===== src/rtl/rsr_pkg.sv =====
`default_nettype none

package rsr_pkg;

   localparam int PosBits     = 24;
   localparam int PageBits    = 24;
   localparam int CmpBits     = ((PosBits > PageBits) ? PosBits : PageBits) + 2;
   localparam int MaxResults  = 4;
   localparam int PushBits    = $clog2(MaxResults + 1);
   localparam int FifoDepth   = 16;
   localparam int FifoAddrBits = $clog2(FifoDepth);
   localparam int CountBits   = FifoAddrBits + 1;
   localparam int StallLevel  = FifoDepth - 2 * MaxResults;
   localparam int LenBits     = 17;

   localparam logic [7:0]  RecordIntro = 8'h5A;
   localparam logic [7:0]  RecordClass = 8'hD3;
   localparam logic [15:0] MinLength   = 16'd8;
   localparam int          MinRemain   = 9;
   localparam logic [3:0]  SeqHiOffset = 4'd7;
   localparam logic [3:0]  SeqLoOffset = 4'd8;
   localparam logic [3:0]  OffsetLimit = 4'd9;
   localparam logic [15:0] SeqReset    = 16'd2;
   localparam logic [PageBits-1:0] PageSizeReset = PageBits'(1);

   typedef struct packed {
      logic [7:0]  out_byte;
      logic        page_done;
      logic [15:0] next_sequence;
   } result_type;

   typedef struct packed {
      logic [PushBits-1:0]            count;
      result_type [MaxResults-1:0]    items;
   } push_type;

endpackage

`default_nettype wire


===== src/rtl/rsr_fifo.sv =====
`default_nettype none

module rsr_fifo (
   input  wire logic                           clock,
   input  wire logic                           reset,
   input  wire rsr_pkg::push_type              push,
   input  wire logic                           pop,
   output rsr_pkg::result_type                 head,
   output logic [rsr_pkg::CountBits-1:0]       count
);

   rsr_pkg::result_type [rsr_pkg::FifoDepth-1:0] mem_ff, mem_in;
   logic [rsr_pkg::FifoAddrBits-1:0] wp_ff, wp_in, rp_ff, rp_in;
   logic [rsr_pkg::CountBits-1:0]    cnt_ff, cnt_in;

   always_comb begin
      mem_in = mem_ff;
      for (int i = 0; i < rsr_pkg::MaxResults; i++) begin
         if (rsr_pkg::PushBits'(i) < push.count) begin
            mem_in[wp_ff + rsr_pkg::FifoAddrBits'(i)] = push.items[i];
         end
      end
      wp_in  = wp_ff + rsr_pkg::FifoAddrBits'(push.count);
      rp_in  = pop ? rp_ff + rsr_pkg::FifoAddrBits'(1) : rp_ff;
      cnt_in = cnt_ff + rsr_pkg::CountBits'(push.count)
               - (pop ? rsr_pkg::CountBits'(1) : rsr_pkg::CountBits'(0));
   end

   always_ff @(posedge clock) begin
      mem_ff <= mem_in;
      if (reset) begin
         wp_ff  <= '0;
         rp_ff  <= '0;
         cnt_ff <= '0;
      end else begin
         wp_ff  <= wp_in;
         rp_ff  <= rp_in;
         cnt_ff <= cnt_in;
      end
   end

   assign head  = mem_ff[rp_ff];
   assign count = cnt_ff;

endmodule

`default_nettype wire


===== src/rtl/rsr_core.sv =====
`default_nettype none

module rsr_core (
   input  wire logic                          clock,
   input  wire logic                          reset,
   input  wire logic                          in_valid,
   input  wire logic [7:0]                    in_byte,
   input  wire logic [rsr_pkg::PageBits-1:0]  page_size,
   output rsr_pkg::push_type                  push
);

   logic [rsr_pkg::PosBits-1:0]  pos_ff, pos_in;
   logic [2:0][7:0]              win_ff, win_in;
   logic [rsr_pkg::LenBits-1:0]  rbl_ff, rbl_in;
   logic [3:0]                   off_ff, off_in;
   logic [15:0]                  aseq_ff, aseq_in;
   logic [15:0]                  seq_ff, seq_in;

   logic [1:0]                   held;
   logic                         last;
   logic [rsr_pkg::PushBits-1:0] emit;
   logic [3:0][7:0]              bytes;
   logic [rsr_pkg::PosBits-1:0]  rec_pos;
   logic [15:0]                  len;
   logic [rsr_pkg::CmpBits-1:0]  lim;
   logic                         start;
   logic [7:0]                   b;
   logic [rsr_pkg::LenBits-1:0]  rbl;
   logic [3:0]                   off;

   always_comb begin
      held = (pos_ff < rsr_pkg::PosBits'(3)) ? pos_ff[1:0] : 2'd3;
      last = (rsr_pkg::CmpBits'(pos_ff) + rsr_pkg::CmpBits'(1))
             >= rsr_pkg::CmpBits'(page_size);
      if (last) begin
         emit = rsr_pkg::PushBits'(held) + rsr_pkg::PushBits'(1);
      end else begin
         emit = (held == 2'd3) ? rsr_pkg::PushBits'(1) : rsr_pkg::PushBits'(0);
      end

      bytes = '0;
      unique case (held)
         2'd0: begin
            bytes[0] = in_byte;
         end
         2'd1: begin
            bytes[0] = win_ff[2];
            bytes[1] = in_byte;
         end
         2'd2: begin
            bytes[0] = win_ff[1];
            bytes[1] = win_ff[2];
            bytes[2] = in_byte;
         end
         2'd3: begin
            bytes[0] = win_ff[0];
            bytes[1] = win_ff[1];
            bytes[2] = win_ff[2];
            bytes[3] = in_byte;
         end
      endcase

      // record header check on the oldest byte, full lookahead only
      rec_pos = pos_ff - rsr_pkg::PosBits'(3);
      len     = {win_ff[1], win_ff[2]};
      lim     = (page_size == '0) ? rsr_pkg::CmpBits'(1) : rsr_pkg::CmpBits'(page_size);
      start   = (rbl_ff == '0) && (held == 2'd3)
                && (win_ff[0] == rsr_pkg::RecordIntro) && (in_byte == rsr_pkg::RecordClass)
                && (len >= rsr_pkg::MinLength)
                && (rsr_pkg::CmpBits'(rec_pos) + rsr_pkg::CmpBits'(len)
                    + rsr_pkg::CmpBits'(1) <= lim)
                && (rsr_pkg::CmpBits'(rec_pos) + rsr_pkg::CmpBits'(rsr_pkg::MinRemain) <= lim);

      rbl     = start ? rsr_pkg::LenBits'(len) + rsr_pkg::LenBits'(1) : rbl_ff;
      off     = start ? 4'd0 : off_ff;
      aseq_in = start ? seq_ff : aseq_ff;
      seq_in  = start ? seq_ff + 16'd1 : seq_ff;

      push.count = in_valid ? emit : '0;
      for (int i = 0; i < rsr_pkg::MaxResults; i++) begin
         b = bytes[i];
         if ((rsr_pkg::PushBits'(i) < emit) && (rbl != '0)) begin
            if (off == rsr_pkg::SeqHiOffset) begin
               b = aseq_in[15:8];
            end else if (off == rsr_pkg::SeqLoOffset) begin
               b = aseq_in[7:0];
            end
            if (off < rsr_pkg::OffsetLimit) begin
               off = off + 4'd1;
            end
            rbl = rbl - rsr_pkg::LenBits'(1);
         end
         push.items[i].out_byte      = b;
         push.items[i].page_done     = last
                                       && (rsr_pkg::PushBits'(i) + rsr_pkg::PushBits'(1) == emit);
         push.items[i].next_sequence = seq_in;
      end

      if (last) begin
         win_in = '0;
         pos_in = '0;
         rbl_in = '0;
         off_in = '0;
      end else begin
         win_in = {in_byte, win_ff[2], win_ff[1]};
         pos_in = pos_ff + rsr_pkg::PosBits'(1);
         rbl_in = rbl;
         off_in = off;
      end
   end

   always_ff @(posedge clock) begin
      if (reset) begin
         pos_ff  <= '0;
         win_ff  <= '0;
         rbl_ff  <= '0;
         off_ff  <= '0;
         aseq_ff <= '0;
         seq_ff  <= rsr_pkg::SeqReset;
      end else if (in_valid) begin
         pos_ff  <= pos_in;
         win_ff  <= win_in;
         rbl_ff  <= rbl_in;
         off_ff  <= off_in;
         aseq_ff <= aseq_in;
         seq_ff  <= seq_in;
      end
   end

endmodule

`default_nettype wire


===== src/rtl/record_sequence_renumberer_top.sv =====
// Result path: a byte's result is on rsp once the byte three places later (or the page's
//   last byte) has been transferred and passed through the input register and the queue.
// Throughput: one byte per cycle while req_stall is low; a page end releases up to four
//   results at once into a 16-entry queue; req_stall is high while over 8 are queued.
// Reset (synchronous): page_size 1, sequence counter 2, window, position, record state
//   and queue cleared.
`default_nettype none

module record_sequence_renumberer_top (
   input  wire logic                          clock,
   input  wire logic                          reset,
   input  wire logic                          req_valid,
   output logic                               req_stall,
   input  wire logic [7:0]                    req_data_byte,
   output logic                               rsp_valid,
   input  wire logic                          rsp_stall,
   output logic [7:0]                         rsp_out_byte,
   output logic                               rsp_page_done,
   output logic [15:0]                        rsp_next_sequence,
   input  wire logic                          csr_valid,
   output logic                               csr_ready,
   input  wire logic [rsr_pkg::PageBits-1:0]  csr_page_size
);

   logic                              in_v_ff, in_v_in;
   logic [7:0]                        in_byte_ff, in_byte_in;
   logic [rsr_pkg::PageBits-1:0]      page_size_ff, page_size_in;
   rsr_pkg::push_type                 push;
   rsr_pkg::result_type               head;
   logic [rsr_pkg::CountBits-1:0]     count;
   logic                              pop;

   assign req_stall = count > rsr_pkg::CountBits'(rsr_pkg::StallLevel);
   assign csr_ready = 1'b1;
   assign rsp_valid = count != '0;
   assign pop       = rsp_valid && !rsp_stall;

   assign in_v_in      = req_valid && !req_stall;
   assign in_byte_in   = req_data_byte;
   assign page_size_in = (csr_valid && csr_ready) ? csr_page_size : page_size_ff;

   always_ff @(posedge clock) begin
      in_byte_ff <= in_byte_in;
      if (reset) begin
         in_v_ff      <= 1'b0;
         page_size_ff <= rsr_pkg::PageSizeReset;
      end else begin
         in_v_ff      <= in_v_in;
         page_size_ff <= page_size_in;
      end
   end

   rsr_core u_core (
      .clock     (clock),
      .reset     (reset),
      .in_valid  (in_v_ff),
      .in_byte   (in_byte_ff),
      .page_size (page_size_ff),
      .push      (push)
   );

   rsr_fifo u_fifo (
      .clock (clock),
      .reset (reset),
      .push  (push),
      .pop   (pop),
      .head  (head),
      .count (count)
   );

   assign rsp_out_byte      = head.out_byte;
   assign rsp_page_done     = head.page_done;
   assign rsp_next_sequence = head.next_sequence;

endmodule

`default_nettype wire

===== config.mk =====
export PLATFORM = sky130hd
export DESIGN_NAME = record_sequence_renumberer_top
export DESIGN_NICKNAME = d
export VERILOG_FILES = /design/src/rtl/rsr_pkg.sv /design/src/rtl/rsr_fifo.sv /design/src/rtl/rsr_core.sv /design/src/rtl/record_sequence_renumberer_top.sv
export SDC_FILE = /design/constraint.sdc
export NUM_CORES = 2
export LEC_CHECK = 0
export BUFFER_PORTS_ARGS = -buffer_cell sky130_fd_sc_hd__buf_2
export CAP_MARGIN = 5
export CORE_MARGIN = 2
export CORE_UTILIZATION = 58
export DETAILED_ROUTE_END_ITERATION = 8
export MAX_ROUTING_LAYER = met4
export PLACE_DENSITY = 0.82
export SYNTH_ARGS = -nofsm -noshare
export SYNTH_HDL_FRONTEND = slang
export SYNTH_SLANG_ARGS = --single-unit

===== constraint.sdc =====
create_clock -name clock -period 13.65 [get_ports clock]
set_input_delay 1.365 -clock clock [delete_from_list [all_inputs] [get_ports clock]]
set_output_delay 1.365 -clock clock [all_outputs]
set_load 0.01 [all_outputs]

==> impl_metrics.json <==
{
  "synth_mux_area_share_pct": 13.82,
  "setup_viol": 0,
  "io_buffer_count": 63,
  "hold_slack_ns": 0.4852,
  "reg2reg_from": "u_core.pos_ff[3]",
  "synthAdderAreaFrac_pct": 4.709,
  "firstDrtPassIters": 9,
  "violations": "design-rule violations",
  "cts-root-buf": "clkbuf_16",
  "setup.worst_path.start": "u_core.pos_ff[3]",
  "end_kind": "register",
  "power-per-cell-area_nw_per_um2": 131.4,
  "netlist_area_um2": 35290,
  "worstPathMaxFanout": 17,
  "skew_ns": 0.06117,
  "cts_buffers": 59,
  "postCtsHoldBufs": 0,
  "top_usage_layer": "met2",
  "fin_crit_ns": 12.96,
  "pre_cts_slack_ns": -0.1328,
  "hold_end": "u_fifo.mem_ff[77]",
  "crit_path_start_kind": "register",
  "worst_pin_slew_ns": 1.392,
  "tritoncts": "yes",
  "hp-class": "register to register",
  "insertion_delay_ns": 0.66,
  "use_met2_pct": 55.75,
  "seq_power_share_pct": 37.1,
  "drive_gt1_share_pct": 12.96,
  "dp_hpwl_um": 78270,
  "cts_buffer_depth": 3,
  "cp_data_arrival_time_ns": 13.54,
  "area_growth_syn_to_layout_pct": 9.874,
  "path_common_cell": "nand2_1",
  "dp_cells": 4934,
  "fmax_mhz": 77.16,
  "power_switching_w": 0.001663,
  "h-tree-depth": 2,
  "row_count": 90,
  "drc": 51,
  "ys_warn_count": 0,
  "required_ns": 14.23,
  "die-width_um": 250.7,
  "path_class": "register to register",
  "combPwrFrac_pct": 28.0,
  "die-area_um2": 62830,
  "use_met3_pct": 9.529,
  "grt_pass1_wl_um": 181500,
  "start_util_pct": 58.58,
  "worst-path-stages": 53,
  "finalSetupTns_ns": 0,
  "via_per_inst": 6.869,
  "clkSinkCount": 547,
  "relSlewSlack_pct": 6.722,
  "leakagePower_nw": 14.81,
  "die_h_um": 250.7,
  "hold_viol_final": 0,
  "grt_use_total_pct": 37.43,
  "grt_overflow": 0,
  "status": "finished, violations left",
  "fin_cells": 5057,
  "wl_um": 118700,
  "rr_worst_depth": 53,
  "async_flop_share_pct": 0,
  "yosysSeqAreaShare_pct": 31.03,
  "io_pins": 65,
  "ant_nets": 0,
  "syn_avg_cell_area_um2": 8.191,
  "drv_cap": 0,
  "grt_pass1_vias": 32440,
  "synthDistinctLibCells": 100,
  "synth_top_family_by_area": "compound AO/OA/AOI/OAI gates",
  "ir_worst_vdd_mv": 0.1262,
  "p_sw_share_pct": 32.64,
  "synth-simple-area-share_pct": 18.83,
  "min_from": "u_fifo.mem_ff[77]",
  "ys_ff_latch": 547,
  "synth_flop_cell": "dfxtp_1",
  "worst_slack_ns": 0.6900,
  "drtIter0Drc": 5008,
  "antenna_found_initial": 1,
  "grt_max_degree": 86,
  "dr_total_vias": 34736,
  "finalWeightedCongestion": 1.031,
  "rr_endpoint": "u_fifo.mem_ff[397]",
  "coreArea_um2": 60250,
  "path_buf_inv": 2,
  "netlist_instances": 4308,
  "hold_path_depth": 2,
  "grt_use_met1_pct": 47.76,
  "finalCritPeriodShare_pct": 94.94,
  "mappedNetlistNets": 4476,
  "crit_path_top_delay_cell": "or4_1",
  "rrSetupSlack_ns": 0.69,
  "internal_power_w": 0.003432,
  "clk_pin_slew_worst_paths_ns": 0.07,
  "clockPowerShare_pct": 34.9,
  "final_nets": 4392,
  "path_delay_family": "simple AND/OR/NAND/NOR gates",
  "post_drt_wl_per_cell_um": 23.47,
  "synth_xor_area_share_pct": 4.716,
  "synth-compound-area-share_pct": 21.57,
  "drv_slew": 0,
  "synth_edf_count": 0,
  "critPathMaxStageDelay_ns": 0.61
}
logic make-up after synthesis:
group / Yosys count
AO/OA/AOI/OAI: 1179
XOR/XNOR: 190
adder cells (fa/ha/maj): 131
buffers and inverters: 474
flip-flops: 547
multiplexers: 329
other: 1
AND/OR/NAND/NOR: 1457
state kept, by name, indices dropped and copies added (netlist names):
signal and count:
in_byte_ff 8, in_v_ff 1, page_size_ff 24, u_core.aseq_ff 16, u_core.len 16, u_core.off_ff 4
u_core.pos_ff 24, u_core.rbl_ff 17, u_core.seq_ff 16, u_core.win_ff 8, u_fifo.count 5, u_fifo.mem_ff 400
u_fifo.rp_ff 4, u_fifo.wp_ff 4
synth_stat cells, drive strengths merged, types with 18 or more instances:
library cell / number / area, um2
clkbuf: 286 / 1074
mux2i: 201 / 2024
nor3: 88 / 440.4
o21ai: 115 / 620.6
buf: 68 / 350.3
nor4: 41 / 256.5
nand4: 42 / 277.8
nand2: 290 / 1089
o31ai: 25 / 187.7
nor2: 677 / 2541
xor2: 78 / 683.2
nor2b: 23 / 143.9
or3: 37 / 236.5
o211ai: 26 / 195.2
and2: 23 / 143.9
dfxtp: 547 / 10950
or4: 26 / 210.2
xnor2: 112 / 980.9
ha: 128 / 1602
a22oi: 41 / 321.6
nand3: 107 / 535.5
o22ai: 26 / 162.7
a21o: 31 / 242.7
a211o: 18 / 157.7
a31oi: 112 / 700.7
a211oi: 246 / 1864
and3: 30 / 187.7
inv: 120 / 450.4
a21oi: 434 / 2172
mux4: 125 / 2815
worst max path at each step:
stage / slack, ns / endpoint
after global routing: -0.04 / u_fifo.mem_ff[396]
after CTS: 0.07 / u_fifo.mem_ff[272]
final: 0.69 / u_fifo.mem_ff[397]
after global placement: 0.23 / u_fifo.mem_ff[292]
after floorplan: 0.04 / u_fifo.mem_ff[173]
after detailed placement: -0.13 / u_fifo.mem_ff[292]
metal layers:
metal  part of all wire [%]  wire length [um]
met1                     38             45400
met2                     43             51390
met3                     13             15400
met4                    5.5              6524
met5                      0                 0
repair_timing:
item | 4_1_cts | 5_1_grt
gates resized for setup | 3 | 38
endpoints found under the setup margin | 102 | 128
pin swaps | 1 | 6
setup buffers | 1 | 9
cloned | 0 | 1
worst min-delay path: stages, from the launching register on:
cell and delay, ns:
dfxtp_1 0.31, nor2_1 0.09, a21oi_1 0.04
cell type report:
type / instances / area (um2)
multi-input cells: 3288 / 22770
fillers: 4913 / 21470
flip-flops and latches: 547 / 10970
clock buffers: 75 / 1667
repair buffers: 208 / 1431
well taps: 782 / 978.4
clock inverters: 36 / 510.5
inverters: 120 / 450.4
diodes: 1 / 2.502
power by group through the flow:
stage,registers (W),clock network (W),logic [W]
2_1_floorplan,0.00184,0,0.00106
3_3_place_gp,0.00191,0,0.00136
3_5_place_dp,0.00192,0,0.00138
4_1_cts,0.00189,0.00178,0.00139
5_1_grt,0.00191,0.00185,0.00154
6_report,0.00189,0.00178,0.00143
metrics by stage:
stage	util, %	instance area (um2)	power (W)
CTS	63.92	38510	0.005061
global route	64.36	38770	0.005302
detailed placement	60.27	36310	0.003302
global placement	60.27	36310	0.003272
finish	64.36	38770	0.005096
floorplan	-	35290	0.002901
cells in the final DEF (no fill, tap or decap), types with 37 or more instances in the layout:
master,n
dfxtp_1,542
xor2_1,76
a22oi_1,40
xnor2_1,109
nor3_1,78
nor2_1,663
nand2_1,290
nand3_1,107
ha_1,123
a211oi_1,244
clkbuf_16,59
a21oi_1,430
mux2i_1,200
o21ai_0,98
nor4_1,37
nand4_1,41
buf_4,144
inv_1,119
a31oi_1,111
mux4_2,125
buf_2,62
Note: power is estimated with default switching activity, not from simulation.
